## src/rtl/core/assert_macros.svh

```systemverilog
// Assertion macros used by the deframer RTL.
`ifndef ASSERT_MACROS_SVH
`define ASSERT_MACROS_SVH

// Same-cycle implication, disabled during reset.
`define EFR_ASSERT_IMPL(label, clk, rst, ante, cons) \
  label: assert property (@(posedge clk) disable iff (rst) (ante) |-> (cons)) \
    else $error("assertion failed: same-cycle implication");

// Next-cycle implication, disabled during reset.
`define EFR_ASSERT_NEXT(label, clk, rst, ante, cons) \
  label: assert property (@(posedge clk) disable iff (rst) (ante) |=> (cons)) \
    else $error("assertion failed: next-cycle implication");

`endif

```

## src/rtl/core/efr_pkg.sv

```systemverilog
// Types, codes and reset values shared by the escaped frame receiver.
`timescale 1ns / 1ps
`default_nettype none

package efr_pkg;

  localparam int unsigned CfgDataWidth  = 32;
  localparam int unsigned CfgIndexWidth = 3;
  localparam int unsigned LenWidth      = 16;
  localparam int unsigned TimeWidth     = 32;
  localparam int unsigned ByteWidth     = 8;
  localparam int unsigned StatusWidth   = 2;

  // Configuration register indexes
  typedef enum logic [CfgIndexWidth-1:0] {
    REG_IDLE_TIMEOUT        = 3'd0,
    REG_PAYLOAD_CAPACITY    = 3'd1,
    REG_END_CODE            = 3'd2,
    REG_ESCAPE_CODE         = 3'd3,
    REG_ESCAPED_END_CODE    = 3'd4,
    REG_ESCAPED_ESCAPE_CODE = 3'd5
  } reg_index_t;

  // Item operation codes
  localparam logic OP_BYTE = 1'b0;
  localparam logic OP_TICK = 1'b1;

  // Frame status codes
  localparam logic [StatusWidth-1:0] STATUS_INCOMPLETE = 2'd0;
  localparam logic [StatusWidth-1:0] STATUS_COMPLETE   = 2'd1;
  localparam logic [StatusWidth-1:0] STATUS_DISCARDED  = 2'd2;

  // Register reset values
  localparam logic [TimeWidth-1:0] IDLE_TIMEOUT_RESET        = 32'd0;
  localparam logic [LenWidth-1:0]  PAYLOAD_CAPACITY_RESET    = 16'd256;
  localparam logic [ByteWidth-1:0] END_CODE_RESET            = 8'd192;
  localparam logic [ByteWidth-1:0] ESCAPE_CODE_RESET         = 8'd219;
  localparam logic [ByteWidth-1:0] ESCAPED_END_CODE_RESET    = 8'd220;
  localparam logic [ByteWidth-1:0] ESCAPED_ESCAPE_CODE_RESET = 8'd221;

  typedef struct packed {
    logic [TimeWidth-1:0] idle_timeout;
    logic [LenWidth-1:0]  payload_capacity;
    logic [ByteWidth-1:0] end_code;
    logic [ByteWidth-1:0] escape_code;
    logic [ByteWidth-1:0] escaped_end_code;
    logic [ByteWidth-1:0] escaped_escape_code;
  } cfg_t;

  typedef struct packed {
    logic                 op;
    logic [ByteWidth-1:0] rx_byte;
    logic [TimeWidth-1:0] now_ms;
  } item_t;

  typedef struct packed {
    logic [StatusWidth-1:0] status;
    logic                   payload_valid;
    logic [ByteWidth-1:0]   payload_byte;
    logic [LenWidth-1:0]    frame_length;
    logic                   timed_out;
  } result_t;

endpackage

`default_nettype wire

```

## src/rtl/core/efr_if.sv

```systemverilog
// Handshake channel interfaces for input items and result items.
`timescale 1ns / 1ps
`default_nettype none

interface efr_item_if;
  logic                              valid;
  logic                              ready;
  logic                              op;
  logic [efr_pkg::ByteWidth-1:0]     rx_byte;
  logic [efr_pkg::TimeWidth-1:0]     now_ms;

  modport source (output valid, output op, output rx_byte, output now_ms, input ready);
  modport sink   (input valid, input op, input rx_byte, input now_ms, output ready);
endinterface

interface efr_result_if;
  logic                              valid;
  logic                              ready;
  logic [efr_pkg::StatusWidth-1:0]   status;
  logic                              payload_valid;
  logic [efr_pkg::ByteWidth-1:0]     payload_byte;
  logic [efr_pkg::LenWidth-1:0]      frame_length;
  logic                              timed_out;

  modport source (output valid, output status, output payload_valid, output payload_byte,
                  output frame_length, output timed_out, input ready);
  modport sink   (input valid, input status, input payload_valid, input payload_byte,
                  input frame_length, input timed_out, output ready);
endinterface

`default_nettype wire

```

## src/rtl/core/efr_cfg_regs.sv

```systemverilog
// Configuration register bank of the escaped frame receiver.
`timescale 1ns / 1ps
`default_nettype none

module efr_cfg_regs (
  input  wire logic                                 clk,
  input  wire logic                                 rst,
  input  wire logic                                 wr_en,
  input  wire logic [efr_pkg::CfgIndexWidth-1:0]    wr_index,
  input  wire logic [efr_pkg::CfgDataWidth-1:0]     wr_data,
  output efr_pkg::cfg_t                             cfg
);

  // Load defaults on reset, then take writes; unknown indexes drop the write
  always_ff @(posedge clk) begin
    if (rst) begin
      cfg.idle_timeout        <= efr_pkg::IDLE_TIMEOUT_RESET;
      cfg.payload_capacity    <= efr_pkg::PAYLOAD_CAPACITY_RESET;
      cfg.end_code            <= efr_pkg::END_CODE_RESET;
      cfg.escape_code         <= efr_pkg::ESCAPE_CODE_RESET;
      cfg.escaped_end_code    <= efr_pkg::ESCAPED_END_CODE_RESET;
      cfg.escaped_escape_code <= efr_pkg::ESCAPED_ESCAPE_CODE_RESET;
    end else if (wr_en) begin
      case (efr_pkg::reg_index_t'(wr_index))
        efr_pkg::REG_IDLE_TIMEOUT: begin
          cfg.idle_timeout <= wr_data[efr_pkg::TimeWidth-1:0];
        end
        efr_pkg::REG_PAYLOAD_CAPACITY: begin
          cfg.payload_capacity <= wr_data[efr_pkg::LenWidth-1:0];
        end
        efr_pkg::REG_END_CODE: begin
          cfg.end_code <= wr_data[efr_pkg::ByteWidth-1:0];
        end
        efr_pkg::REG_ESCAPE_CODE: begin
          cfg.escape_code <= wr_data[efr_pkg::ByteWidth-1:0];
        end
        efr_pkg::REG_ESCAPED_END_CODE: begin
          cfg.escaped_end_code <= wr_data[efr_pkg::ByteWidth-1:0];
        end
        efr_pkg::REG_ESCAPED_ESCAPE_CODE: begin
          cfg.escaped_escape_code <= wr_data[efr_pkg::ByteWidth-1:0];
        end
        default: begin
        end
      endcase
    end
  end

endmodule

`default_nettype wire

```

## src/rtl/core/efr_deframer.sv

```systemverilog
// Frame state and single-pass unescape logic of the escaped frame receiver.
`timescale 1ns / 1ps
`default_nettype none

`include "assert_macros.svh"

module efr_deframer (
  input  wire logic            clk,
  input  wire logic            rst,
  input  wire logic            step,
  input  wire efr_pkg::item_t  item,
  input  wire efr_pkg::cfg_t   cfg,
  output efr_pkg::result_t     res
);

  logic [efr_pkg::LenWidth-1:0]  length_count, length_count_next;
  logic [efr_pkg::TimeWidth-1:0] last_byte_time, last_byte_time_next;
  logic                          escape_seen, escape_seen_next;
  logic                          discarding, discarding_next;

  logic [efr_pkg::TimeWidth-1:0] idle_span;
  logic                          active;
  logic                          push_req;
  logic [efr_pkg::ByteWidth-1:0] push_value;
  logic                          overflow;

  assign idle_span = item.now_ms - last_byte_time;
  assign active    = discarding || escape_seen || (length_count != '0);
  assign overflow  = (length_count >= cfg.payload_capacity);

  // Decode the item against the current frame state
  always_comb begin
    length_count_next   = length_count;
    last_byte_time_next = last_byte_time;
    escape_seen_next    = escape_seen;
    discarding_next     = discarding;
    push_req            = 1'b0;
    push_value          = item.rx_byte;
    res                 = '0;

    if (item.op == efr_pkg::OP_TICK) begin
      // Drop a partial frame once the line has been silent long enough
      if ((cfg.idle_timeout != '0) && active && (idle_span >= cfg.idle_timeout)) begin
        length_count_next   = '0;
        last_byte_time_next = '0;
        escape_seen_next    = 1'b0;
        discarding_next     = 1'b0;
        res.timed_out       = 1'b1;
      end
    end else begin
      last_byte_time_next = item.now_ms;
      if (discarding) begin
        // Skip everything up to the closing delimiter
        if (item.rx_byte == cfg.end_code) begin
          length_count_next   = '0;
          last_byte_time_next = '0;
          discarding_next     = 1'b0;
          res.status          = efr_pkg::STATUS_DISCARDED;
        end
      end else if (escape_seen) begin
        escape_seen_next = 1'b0;
        if (item.rx_byte == cfg.escaped_end_code) begin
          push_req   = 1'b1;
          push_value = cfg.end_code;
        end else if (item.rx_byte == cfg.escaped_escape_code) begin
          push_req   = 1'b1;
          push_value = cfg.escape_code;
        end else if (item.rx_byte == cfg.end_code) begin
          length_count_next   = '0;
          last_byte_time_next = '0;
          res.status          = efr_pkg::STATUS_DISCARDED;
        end else begin
          length_count_next = '0;
          discarding_next   = 1'b1;
        end
      end else if (item.rx_byte == cfg.end_code) begin
        // Close a non-empty frame; an empty one is ignored
        if (length_count != '0) begin
          length_count_next   = '0;
          last_byte_time_next = '0;
          res.status          = efr_pkg::STATUS_COMPLETE;
        end
      end else if (item.rx_byte == cfg.escape_code) begin
        escape_seen_next = 1'b1;
      end else begin
        push_req = 1'b1;
      end

      // Append one payload byte, or enter discard mode on overflow
      if (push_req) begin
        if (overflow) begin
          length_count_next = '0;
          escape_seen_next  = 1'b0;
          discarding_next   = 1'b1;
        end else begin
          length_count_next = length_count + 1'b1;
          res.payload_valid = 1'b1;
          res.payload_byte  = push_value;
        end
      end
    end

    // Completion reports the closing length, everything else the new one
    res.frame_length = (res.status == efr_pkg::STATUS_COMPLETE) ? length_count
                                                                : length_count_next;
  end

  // Advance frame state once per processed transaction
  always_ff @(posedge clk) begin
    if (rst) begin
      length_count   <= '0;
      last_byte_time <= '0;
      escape_seen    <= 1'b0;
      discarding     <= 1'b0;
    end else if (step) begin
      length_count   <= length_count_next;
      last_byte_time <= last_byte_time_next;
      escape_seen    <= escape_seen_next;
      discarding     <= discarding_next;
    end
  end

  // Discard mode never carries a length or a pending escape
  `EFR_ASSERT_IMPL(a_discard_clean, clk, rst, discarding, (length_count == '0) && !escape_seen)
  // A finished or dropped frame leaves all frame state cleared
  `EFR_ASSERT_NEXT(a_close_clears, clk, rst, step && ((res.status != efr_pkg::STATUS_INCOMPLETE) || res.timed_out), (length_count == '0) && !escape_seen && !discarding && (last_byte_time == '0))
  // An emitted byte is always counted in the reported length
  `EFR_ASSERT_IMPL(a_byte_counted, clk, rst, res.payload_valid, (res.frame_length != '0) && (res.status == efr_pkg::STATUS_INCOMPLETE))

endmodule

`default_nettype wire

```

## src/rtl/core/escaped_frame_receiver.sv

```systemverilog
// Each accepted item passes the input and then the result register; one result per item.
// Throughput: one item per cycle, set by the input register and the result register
//   that sit around the single-pass unescape logic; both hold while the result sink stalls.
// Reset (rst, synchronous, active high): clears frame state, both pipeline valids
//   and loads the configuration defaults; no clearing pass is needed.
`timescale 1ns / 1ps
`default_nettype none

module escaped_frame_receiver (
  input  wire logic                              clk,
  input  wire logic                              rst,
  efr_item_if.sink                               item,
  efr_result_if.source                           result,
  input  wire logic                              wr_en,
  input  wire logic [efr_pkg::CfgIndexWidth-1:0] wr_index,
  input  wire logic [efr_pkg::CfgDataWidth-1:0]  wr_data
);

  efr_pkg::cfg_t    cfg;
  efr_pkg::item_t   stage_item;
  logic             stage_valid;
  efr_pkg::result_t stage_res;
  efr_pkg::result_t out_res;
  logic             out_valid;
  logic             step;

  efr_cfg_regs u_cfg_regs (
    .clk      (clk),
    .rst      (rst),
    .wr_en    (wr_en),
    .wr_index (wr_index),
    .wr_data  (wr_data),
    .cfg      (cfg)
  );

  efr_deframer u_deframer (
    .clk  (clk),
    .rst  (rst),
    .step (step),
    .item (stage_item),
    .cfg  (cfg),
    .res  (stage_res)
  );

  // Process the held item whenever the result register can take it
  assign step       = stage_valid && (!out_valid || result.ready);
  assign item.ready = !stage_valid || step;

  // Input register
  always_ff @(posedge clk) begin
    if (rst) begin
      stage_valid <= 1'b0;
    end else if (item.ready) begin
      stage_valid <= item.valid;
    end
    if (item.valid && item.ready) begin
      stage_item.op      <= item.op;
      stage_item.rx_byte <= item.rx_byte;
      stage_item.now_ms  <= item.now_ms;
    end
  end

  // Result register; hold while the sink stalls
  always_ff @(posedge clk) begin
    if (rst) begin
      out_valid <= 1'b0;
    end else if (step) begin
      out_valid <= 1'b1;
    end else if (result.ready) begin
      out_valid <= 1'b0;
    end
    if (step) begin
      out_res <= stage_res;
    end
  end

  assign result.valid         = out_valid;
  assign result.status        = out_res.status;
  assign result.payload_valid = out_res.payload_valid;
  assign result.payload_byte  = out_res.payload_byte;
  assign result.frame_length  = out_res.frame_length;
  assign result.timed_out     = out_res.timed_out;

endmodule

`default_nettype wire
```

## src/flat_wrapper.sv

```systemverilog
// flat-port wrapper written by rule: the top's interface ports become plain ports
module escaped_frame_receiver_flat 
  (clk, rst, wr_en, wr_index, wr_data, item_valid, item_op, item_rx_byte, item_now_ms, item_ready, result_valid, result_status, result_payload_valid, result_payload_byte, result_frame_length, result_timed_out, result_ready);
  efr_item_if item_i ();
  efr_result_if result_i ();
  input  wire logic clk;
  input  wire logic rst;
  input  wire logic wr_en;
  input  wire logic [efr_pkg::CfgIndexWidth-1:0] wr_index;
  input  wire logic [efr_pkg::CfgDataWidth-1:0] wr_data;
  input wire logic [$bits(item_i.valid)-1:0] item_valid;
  input wire logic [$bits(item_i.op)-1:0] item_op;
  input wire logic [$bits(item_i.rx_byte)-1:0] item_rx_byte;
  input wire logic [$bits(item_i.now_ms)-1:0] item_now_ms;
  output wire logic [$bits(item_i.ready)-1:0] item_ready;
  output wire logic [$bits(result_i.valid)-1:0] result_valid;
  output wire logic [$bits(result_i.status)-1:0] result_status;
  output wire logic [$bits(result_i.payload_valid)-1:0] result_payload_valid;
  output wire logic [$bits(result_i.payload_byte)-1:0] result_payload_byte;
  output wire logic [$bits(result_i.frame_length)-1:0] result_frame_length;
  output wire logic [$bits(result_i.timed_out)-1:0] result_timed_out;
  input wire logic [$bits(result_i.ready)-1:0] result_ready;
  assign item_i.valid = item_valid;
  assign item_i.op = item_op;
  assign item_i.rx_byte = item_rx_byte;
  assign item_i.now_ms = item_now_ms;
  assign item_ready = item_i.ready;
  assign result_valid = result_i.valid;
  assign result_status = result_i.status;
  assign result_payload_valid = result_i.payload_valid;
  assign result_payload_byte = result_i.payload_byte;
  assign result_frame_length = result_i.frame_length;
  assign result_timed_out = result_i.timed_out;
  assign result_i.ready = result_ready;
  escaped_frame_receiver u_core (.clk(clk), .rst(rst), .item(item_i), .result(result_i), .wr_en(wr_en), .wr_index(wr_index), .wr_data(wr_data));
endmodule
```

## config.mk

```make
export PLATFORM = sky130hd
export DESIGN_NAME = escaped_frame_receiver_flat
export DESIGN_NICKNAME = d
export VERILOG_FILES = /design/src/rtl/core/efr_pkg.sv /design/src/rtl/core/efr_if.sv /design/src/rtl/core/efr_cfg_regs.sv /design/src/rtl/core/efr_deframer.sv /design/src/rtl/core/escaped_frame_receiver.sv /design/src/flat_wrapper.sv
export VERILOG_INCLUDE_DIRS = /design/src /design/src/rtl/core
export SDC_FILE = /design/constraint.sdc
export NUM_CORES = 1
export LEC_CHECK = 0
export BUFFER_PORTS_ARGS = -buffer_cell sky130_fd_sc_hd__buf_2
export CAP_MARGIN = 20
export CORE_ASPECT_RATIO = 1.75
export CORE_UTILIZATION = 54
export DETAILED_ROUTE_END_ITERATION = 8
export PLACE_DENSITY = 0.77
export SLEW_MARGIN = 25
export SYNTH_ARGS = -nofsm -noshare
export SYNTH_HDL_FRONTEND = slang
export SYNTH_SLANG_ARGS = --single-unit
```

## constraint.sdc

```tcl
create_clock -name clk -period 4.82 [get_ports clk]
set_input_delay 0.482 -clock clk [delete_from_list [all_inputs] [get_ports clk]]
set_output_delay 0.482 -clock clk [all_outputs]
set_load 0.02 [all_outputs]
```

==> impl_metrics.tcl, run 1 <==
set metrics [dict create \
    outcome "finished clean" \
    cpLargestDelayFamily "compound AO/OA/AOI/OAI gates" \
    crit_path_cell_trace "inv_1, ha_2, inv_2, fa_2, a21o_1, a221oi_4, o21ai_2, buf_4, and3_4, or2_4, a21o_1, a21oi_2, xnor2_1, ha_2, a21o_1, a21o_1, a21oi_1, o21a_1, a21oi_2, o31a_1, o22ai_4, buf_12, buf_12, a22o_1" \
    numCtsBuffers 20 \
    tightest_slew_ps 995 \
    slowest_stage "edfxtp_1" \
    rsz0062_at_grt "yes" \
    worstSkewPairLatency_ps 500 \
    synth_edf_count 69 \
    setup_viol 0 \
    critPathKind "reg2reg" \
    r2r_cells 24 \
    slowest_delay_ps 380 \
    viasPerCell 5.84 \
    layout_common_cells "nand2_1 (175), dfxtp_1 (132), buf_2 (110)" \
    dp_hpwl_mm 19.4 \
    stdcell_count 1524 \
    layout_commonest_cell "nand2_1" \
    path_depth 24 \
    syn_area_per_cell_um2 9.29 \
    pin_count 111 \
    setup.worst_path.end "u_core.u_deframer.last_byte_time[12]" \
    p_leak_uw 0.00495 \
    async_flop_share 0 \
    rrSetupSlack_ps 90 \
    first_global_vias 8555 \
    syn_nets 1324 \
    max_freq_mhz 211 \
    final_area_mm2 0.0125 \
    yosys_register_bits 201 \
    grt_util_met3 0.0299 \
    fillers 1577 \
    synth_area_mm2 0.0108 \
    postPlaceCellArea_mm2 0.0116 \
    setup_tns_ps 0 \
    io_buffers 110 \
    synth_area_leaders "dfxtp_1 (24%), edfxtp_1 (19%), ha_1 (9.4%), nand2_1 (6.1%), a21oi_1 (4.7%)" \
    grt_max_degree 68 \
    worst_slack_ps 90.1 \
    grt_overflow_total 0 \
    max_cap_viol_count 0 \
    crit_top_cell "a21o_1" \
    end_kind "flop" \
    die_h_um 189 \
    yosysWarnings 0 \
    start_util 0.549 \
    drtPass1Iterations 5 \
    antenna_found_initial 0 \
    rr_endpoint "u_core.u_deframer.last_byte_time[12]" \
    grt_pass1_wl_mm 41.9 \
    critPathBufInv 5 \
    dieArea_mm2 0.0206 \
    grt_usage 0.259 \
    hold_viol_final 0 \
    synth.distinct_cells 72 \
    worst_ep_arrival_time_ps 5120 \
    ant_nets 0 \
    cts_root_buffer "clkbuf_16" \
    cts.sinks 201 \
    fin_util 0.638 \
    relSlewSlack 0.330 \
    yosysTopAreaCell "dfxtp_1" \
    diodes 0 \
    hold_class "in2reg" \
    dp_cells 1476 \
    drc_errors 0 \
    worstPathMaxFanout 9 \
    fin_crit_sh 0.981 \
    grtUsageMet2 0.487 \
    detail_route.wirelength_mm 27.3 \
    grtUsageMet1 0.279 \
    vias 8903 \
    layout.nets 1428 \
    drive_gt1_frac 0.167 \
    area_delta_synth_final_pct 16.2 \
    htreeDepth 1 \
    synthCells 1161 \
    synth_flop_cell "dfxtp_1" \
    synth.top_cell.area_share 0.245 \
    drt-initial-drc-count 498 \
    cts_tree "yes" \
    top_usage_layer "met2" \
    worstPathRequired_ps 5210 \
    design.core.area_mm2 0.0197 \
    yosysSeqAreaShare 0.437 \
    final-max-slew-violation-count 0 \
    layout_min_cycle_time_ps 4730 \
    powerDensity_mw_per_mm2 333 \
    gp_congestion 0.908 \
    crit_path_start_kind "flop" \
    peakVddDrop_uv 337 \
    ctsLongestPathBuffers 3 \
    die_w_um 109 \
    r2r_start "u_core.stage_item[0]" \
    wire_per_inst_um 17.9 \
    dp_slack_ps -46.3 \
    clkTransAtPathRegs_ps 70 \
    rows 68 \
    crit_path_start "u_core.stage_item[0]" \
    skew_ps 8.46 \
]
[repair_timing]
item,4_1_cts,5_1_grt
hold endpoints to repair,0,0
pin swaps,1,45
cloned,0,3
resized for setup,4,28
hold buffers,0,0
endpoints found under the setup margin,58,66
buffers inserted,0,9
[synthesized netlist by cell type (3+ instances only)]
library cell	count
clkbuf_1	33
a211oi_1	11
and2_1	6
inv_1	93
nand2_1	176
dfxtp_1	132
xnor2_1	46
and4_1	11
xor2_1	18
buf_2	19
nand3_1	37
a21o_1	37
o211ai_1	6
nand2b_1	4
nor2b_1	7
a22o_1	39
nor3_1	13
o21ai_1	11
o21ai_0	11
a21oi_1	101
o21a_1	3
nor4_1	11
ha_1	81
a31oi_1	14
nor2_1	47
and3_1	16
or3_1	4
nand4_1	21
mux2i_1	12
a22oi_1	4
a221o_1	12
edfxtp_1	69
[final cells by class]
class	instances	area, µm²	share of cell area
multi-input cells	809	5630	0.449
well taps	245	307	0.0245
clock buffers	28	572	0.0456
flip-flops and latches	201	4710	0.376
clock inverters	8	95.1	0.00759
inverters	94	353	0.0281
repair buffers	139	866	0.0691
[stage by stage]
step                hold WS [ps]  total power (µW)
floorplan                    436              2340
global placement             446              2510
detailed placement           448              2530
CTS                          143              4120
global route                 140              4340
finish                       153              4170
[state kept, by name, indices dropped and copies added, names as in the netlist, 2 cells and up]
register,cells
u_core.result.frame_length,16
u_core.stage_item,41
u_core.u_deframer.last_byte_time,32
u_core.result.payload_byte,8
u_core.u_cfg_regs.cfg,80
u_core.u_deframer.length_count,16
u_core.result.status,2
[where the power goes]
| part | internal, µW | total (µW) | switching [µW] |
|---|---|---|---|
| Clock | 938 | 1600 | 664 |
| Combinational | 310 | 701 | 392 |
| Sequential | 1820 | 1870 | 46.6 |
| Total | 3070 | 4170 | 1100 |
[logic make-up (layout without fill, tap and decap cells)]
group	count (synthesis)	in the layout	share of synthesized area
fa+ha+maj	82	82	0.0958
flops	201	201	0.437
compound gates	285	285	0.185
xor+xnor	64	64	0.0520
buf+inv	151	269	0.0565
simple gates	365	365	0.162
mux	13	13	0.0122
[metal layers]
| metal | part of all wire | vias to the layer above |
|---|---|---|
| met4 | 0.045 | 0 |
| li1 | - | 4342 |
| met5 | 0 | - |
| met1 | 0.38 | 4233 |
| met3 | 0.046 | 80 |
| met2 | 0.53 | 248 |
[how the worst min path moves through the flow]
stage	start	to	cells after the start	slack (ps)
finish	item_now_ms[24]	u_core.stage_item[24]	1	150
global route	item_rx_byte[4]	u_core.stage_item[36]	1	140
CTS	item_now_ms[24]	u_core.stage_item[24]	1	140
detailed placement	u_core.u_cfg_regs.cfg[38]	u_core.u_cfg_regs.cfg[38]	2	450
global placement	u_core.u_cfg_regs.cfg[39]	u_core.u_cfg_regs.cfg[39]	2	450
floorplan	u_core.u_cfg_regs.cfg[33]	u_core.u_cfg_regs.cfg[33]	2	440
(Power assumes the default switching activity.)
==> run 2: changes to the inputs <==
BUFFER_PORTS_ARGS = default   (was -buffer_cell sky130_fd_sc_hd__buf_2)
CORE_UTILIZATION = 58   (was 54)
DONT_BUFFER_PORTS = 1   (was default)
PLACE_DENSITY = 0.76   (was 0.77)
==> run 2 against run 1 <==
Effect of this change: count of clock-buffer cells in the layout shrank 2; total power shrank 0.12%; sequential share of layout area up 1.6 points; routed wire length rose by 1.2%; utilization increased by 2.4 points; setup slack better by 49 ps.
==> impl_metrics.tcl, run 2 (synthesized netlist as in run 1, its figures left out) <==
set metrics [dict create \
    grt_pass1_wl_mm 42.6 \
    critPathKind "reg2reg" \
    grtUsageMet2 0.530 \
    diodes 0 \
    powerDensity_mw_per_mm2 347 \
    seq_area_mm2 0.00471 \
    tightest_slew_ps 1030 \
    layout.nets 1316 \
    final_area_mm2 0.0120 \
    largest_register "u_core.u_cfg_regs.cfg" \
    dp_hpwl_mm 19.4 \
    largest_reg_flops 80 \
    rows 65 \
    cts_tree "yes" \
    die_w_um 105 \
    pin_count 111 \
    combinationalPowerShare 0.150 \
    hold_viol_final 0 \
    drc_errors 0 \
    die_h_um 182 \
    setup_viol 0 \
    end_kind "flop" \
    grt_util_met3 0.0539 \
    relSlewSlack 0.310 \
    worstPathRequired_ps 5210 \
    fin_util 0.662 \
    hold_class "in2reg" \
    outcome "finished clean" \
    biggestRegsByFlops "u_core.u_cfg_regs.cfg (80), u_core.stage_item (41), u_core.u_deframer.last_byte_time (32)" \
    fin_crit_sh 0.971 \
    area_delta_synth_final_pct 11.3 \
    layout_commonest_cell "nand2_1" \
    cts.sinks 201 \
    grt_usage 0.282 \
    drive_gt1_frac 0.0874 \
    skew_ps 15.3 \
    p_int_uw 3110 \
    worstSkewPairLatency_ps 510 \
    worstPathMaxFanout 8 \
    ctsLongestPathBuffers 3 \
    max_freq_mhz 214 \
    multiInputGateArea_mm2 0.00565 \
    p_leak_uw 0.00452 \
    final-max-slew-violation-count 0 \
    worst_ep_arrival_time_ps 5070 \
    start_util 0.595 \
    holdBufCountCts 0 \
    peakVddDrop_uv 299 \
    grt_overflow_total 0 \
    ant_nets 0 \
    cts_root_buffer "clkbuf_16" \
    wire_per_inst_um 19.7 \
    design.core.area_mm2 0.0181 \
    fillers 1443 \
    htreeDepth 1 \
    postPlaceCellArea_mm2 0.0110 \
    grt_max_degree 69 \
    numCtsBuffers 20 \
    detail_route.wirelength_mm 27.6 \
    max_cap_viol_count 0 \
    drtPass1Iterations 5 \
    power_switching_uw 1050 \
    switching_share 0.253 \
    drt-initial-drc-count 567 \
    dieArea_mm2 0.0192 \
    viasPerCell 6.10 \
    io_buffers 0 \
    clock_power_share 0.398 \
    grtUsageMet1 0.285 \
    layout_common_cells "nand2_1 (175), dfxtp_1 (132), a21oi_1 (97)" \
    vias 8552 \
    clkTransAtPathRegs_ps 60 \
    power_frac_seq 0.453 \
    crit_path_start_kind "flop" \
    first_global_vias 8494 \
    gp_congestion 0.957 \
    antenna_found_initial 0 \
    top_usage_layer "met2" \
    layout_min_cycle_time_ps 4680 \
]
[run 2: cell count changes in the layout (fill, tap and decap cells not counted), sizes merged]
| cell | change |
|---|---|
| buf | -112 |
| bufinv | +2 |
| clkbuf | -2 |
| clkinv | +1 |
| clkinvlp | -1 |
[run 2: path summary, 6_finish.rpt]
check                           cells past startpoint                 startpoint                                  end  slack [ps]
worst max-delay path                               21       u_core.stage_item[0]  u_core.u_deframer.last_byte_time[5]         140
worst min-delay path                                1                        rst                   u_core.stage_valid          60
worst min register to register                      2  u_core.u_cfg_regs.cfg[33]            u_core.u_cfg_regs.cfg[33]         450
worst max register to register                     21       u_core.stage_item[0]  u_core.u_deframer.last_byte_time[5]         140
[run 2: power groups by stage]
stage	sequential, µW	combinational (µW)	clock [µW]
floorplan	1900	444	0
global placement	1920	545	0
detailed placement	1920	564	0
CTS	1880	573	1670
global route	1890	689	1730
finish	1880	625	1660
[run 2: critical path, stage by stage, from the launching register on]
cell,delay [ps]
edfxtp_1,380
inv_1,70
ha_1,140
inv_1,60
fa_2,360
a21o_1,220
a221oi_4,310
o21ai_2,130
a311oi_2,270
nor2b_1,100
o21ai_2,200
nor2b_4,180
xnor2_1,70
ha_1,300
nand4_1,120
or3_4,440
o31ai_4,250
o31a_1,290
o22ai_4,110
buf_12,150
clkbuf_16,170
a22o_1,240
[run 2: metrics by stage]
stage | cells | hold WS, ps | setup slack, ps | total power, µW | setup TNS, ps
2_1_floorplan | 1161 | 436 | 146 | 2340 | 0
3_5_place_dp | 1358 | 442 | -12.1 | 2480 | -51.5
4_1_cts | 1394 | 44.9 | 24.8 | 4120 | 0
6_report | 1401 | 57.2 | 139 | 4160 | 0
3_3_place_gp | 1357 | 441 | 54.0 | 2460 | 0
5_1_grt | 1401 | 46.0 | -68.3 | 4310 | -1470
[run 2: repair_timing]
| action | CTS | global route |
|---|---|---|
| resized for setup | 3 | 29 |
| pin swaps | 0 | 17 |
| endpoints found under the setup margin | 16 | 67 |
| setup buffers | 0 | 4 |
| endpoints found under the hold margin | 0 | 0 |
| cloned | 0 | 3 |
[run 2: area by class of cell]
cell class,instances,share of cell area
flip-flops and latches,201,0.393
clock buffers,26,0.0453
clock inverters,10,0.0123
repair buffers,27,0.0253
multi-input cells,809,0.471
well taps,234,0.0244
inverters,94,0.0294
[run 2: metal layers]
metal	vias up	wire (µm)
met4	0	1720
met3	101	1740
met1	4035	9590
li1	4132	-
met2	284	14600
met5	-	0
==> run 3: changes to the inputs <==
ABC_AREA = 1   (was default)
==> run 3 against run 2 <==
Effect of this change: synthesized cell count grew 30%; cell count grew 25%; cell area rose by 2.4%; clock power down 11%; first-iteration DRC count fell by 20%; total power is 1.5% lower; largest cell class unchanged; combinational power rose by 14%.
==> impl_metrics.tcl, run 3 <==
set metrics [dict create \
    worstPathRequired_ps 5250 \
    ant_nets 0 \
    p_int_uw 2930 \
    rsz0062_at_grt "no" \
    grt_util_met3 0.0470 \
    worstPathMaxFanout 38 \
    synthCells 1510 \
    rows 67 \
    yosysWarnings 0 \
    peakVddDrop_uv 322 \
    synth_common_cells "nand2_1 (352), inv_1 (193), a21oi_1 (158)" \
    detail_route.wirelength_mm 29.0 \
    critPathKind "reg2reg" \
    dp_slack_ps 536 \
    worst_slack_ps 516 \
    yosys_register_bits 201 \
    ctsLongestPathBuffers 3 \
    yosysSeqAreaShare 0.409 \
    power_frac_seq 0.465 \
    synth.top_cell.area_share 0.229 \
    rrSetupSlack_ps 520 \
    first_global_vias 9622 \
    vias 9860 \
    yosysTopAreaCell "dfxtp_1" \
    end_kind "flop" \
    cts.sinks 201 \
    max_cap_viol_count 0 \
    cts_tree "yes" \
    rr_endpoint "u_core.u_deframer.last_byte_time[12]" \
    grt_overflow_total 0 \
    layout_commonest_cell "nand2_1" \
    layout_min_cycle_time_ps 4300 \
    wire_per_inst_um 16.6 \
    layout_common_cells "nand2_1 (352), inv_1 (191), a21oi_1 (158)" \
    drt-initial-drc-count 453 \
    grtUsageMet2 0.556 \
    gp_congestion 0.962 \
    dieArea_mm2 0.0205 \
    die_h_um 188 \
    power_uw 4100 \
    grt_pass1_wl_mm 46.9 \
    drtPass1Iterations 5 \
    relSlewSlack 0.475 \
    antenna_found_initial 1 \
    crit_path_start "u_core.stage_item[0]" \
    drive_gt1_frac 0.0431 \
    hold_viol_final 0 \
    largest_reg_flops 80 \
    tightest_slew_ps 787 \
    top_usage_layer "met2" \
    biggestRegsByFlops "u_core.u_cfg_regs.cfg (80), u_core.stage_item (41), u_core.u_deframer.last_byte_time (32)" \
    p_leak_uw 0.00514 \
    power_switching_uw 1180 \
    worstSkewPairLatency_ps 500 \
    numCtsBuffers 20 \
    syn_nets 1673 \
    largest_register "u_core.u_cfg_regs.cfg" \
    viasPerCell 5.63 \
    fillers 1748 \
    switching_share 0.287 \
    r2r_start "u_core.stage_item[0]" \
    dp_hpwl_mm 22.1 \
    layout.nets 1657 \
    final_area_mm2 0.0123 \
    crit_path_start_kind "flop" \
    skew_ps 17.8 \
    async_flop_share 0 \
    worst_ep_arrival_time_ps 4730 \
    syn_area_per_cell_um2 7.63 \
    max_freq_mhz 232 \
    cts_root_buffer "clkbuf_16" \
    fin_util 0.638 \
    postPlaceCellArea_mm2 0.0117 \
    post_cts_buffers 0 \
    clkTransAtPathRegs_ps 60 \
    setup_viol 0 \
    design.core.area_mm2 0.0193 \
    io_buffers 0 \
    combinationalPowerShare 0.173 \
    drc_errors 0 \
    setup.worst_path.end "u_core.u_deframer.last_byte_time[12]" \
    grt_usage 0.292 \
    grt_max_degree 74 \
    yosysMostFrequentCell "nand2_1" \
    synth_flop_cell "dfxtp_1" \
    synth_area_leaders "dfxtp_1 (23%), edfxtp_1 (18%), nand2_1 (11%), ha_1 (8.8%), a21oi_1 (6.9%)" \
    cts_resized 0 \
    synth_area_mm2 0.0115 \
    r2r_cells 26 \
    pin_count 111 \
    fin_crit_sh 0.893 \
    setup_tns_ps 0 \
    clock_power_share 0.361 \
    area_delta_synth_final_pct 6.67 \
    synth_edf_count 69 \
    htreeDepth 1 \
    synth.distinct_cells 48 \
    holdBufCountCts 0 \
    final-max-slew-violation-count 0 \
    hold_class "in2reg" \
    start_util 0.598 \
    grtUsageMet1 0.298 \
    outcome "finished clean" \
    powerDensity_mw_per_mm2 334 \
    die_w_um 109 \
]
## run 3: area by class of cell
| cell class | count | area (µm²) | share of cell area |
|---|---|---|---|
| Multi-Input combinational cell | 1058 | 5810 | 0.473 |
| Sequential cell | 201 | 4710 | 0.384 |
| Inverter | 203 | 767 | 0.0624 |
| Clock buffer | 29 | 576 | 0.0468 |
| Tap cell | 241 | 302 | 0.0245 |
| Timing Repair Buffer | 10 | 75.1 | 0.00611 |
| Clock inverter | 7 | 43.8 | 0.00356 |
| Antenna cell | 1 | 2.50 | 0.000204 |
## run 3: routing by layer
layer,vias to the layer above,share of wire,wire [µm]
met5,-,0.00062,18
met4,2,0.043,1250
met3,74,0.043,1230
met2,255,0.55,16000
met1,4571,0.36,10400
li1,4958,-,-
## run 3: critical path, cell delays in order, from the launching register on
cell      delay (ps)
edfxtp_1         380
inv_1             70
ha_1             140
inv_1             80
fa_1             450
nand3_1          100
nand2_1          100
nand3_1           90
nand2_1           80
a21boi_0         160
buf_4            150
o21ai_0          190
a31oi_1          350
xnor2_1          170
ha_1             270
nand2_1           90
nor2_1            50
nor2_1            80
nand3_1           80
a21oi_1          120
nand2_1           60
nand2_1           90
nand2_1           90
nand2_1          110
buf_4            380
nand2_1          120
a21oi_1          130
## run 3: metrics by stage
stage / hold WS (ps) / std cells
2_1_floorplan: 433 / 1510
3_3_place_gp: 441 / 1713
3_5_place_dp: 448 / 1713
4_1_cts: 40.4 / 1749
5_1_grt: 38.7 / 1749
6_report: 55.7 / 1750
## run 3: worst min path at each step
stage,slack [ps],from,cells past startpoint,to
after floorplan,430,u_core.u_cfg_regs.cfg[33],2,u_core.u_cfg_regs.cfg[33]
after global placement,440,u_core.u_deframer.last_byte_time[20],2,u_core.u_deframer.last_byte_time[20]
after detailed placement,450,u_core.u_deframer.last_byte_time[24],2,u_core.u_deframer.last_byte_time[24]
after CTS,40,rst,1,u_core.u_deframer.length_count[9]
after global routing,40,rst,1,u_core.u_deframer.length_count[7]
final,60,rst,1,u_core.u_deframer.length_count[9]
## run 3: power groups by stage
stage / logic [µW] / registers [µW] / clock network [µW]
floorplan: 547 / 1930 / 0
global placement: 693 / 1940 / 0
detailed placement: 708 / 1950 / 0
CTS: 712 / 1910 / 1510
global route: 807 / 1920 / 1570
finish: 711 / 1910 / 1480
## run 3: cells by family (layout without fill, tap and decap cells)
logic type	Yosys count	count (layout)	share of synthesized area
simple gates	603	603	0.224
compound gates	316	316	0.147
buf+inv	251	249	0.0865
flops	201	201	0.409
fa+ha+maj	82	82	0.0897
xor+xnor	57	57	0.0433
other cells	0	1	0
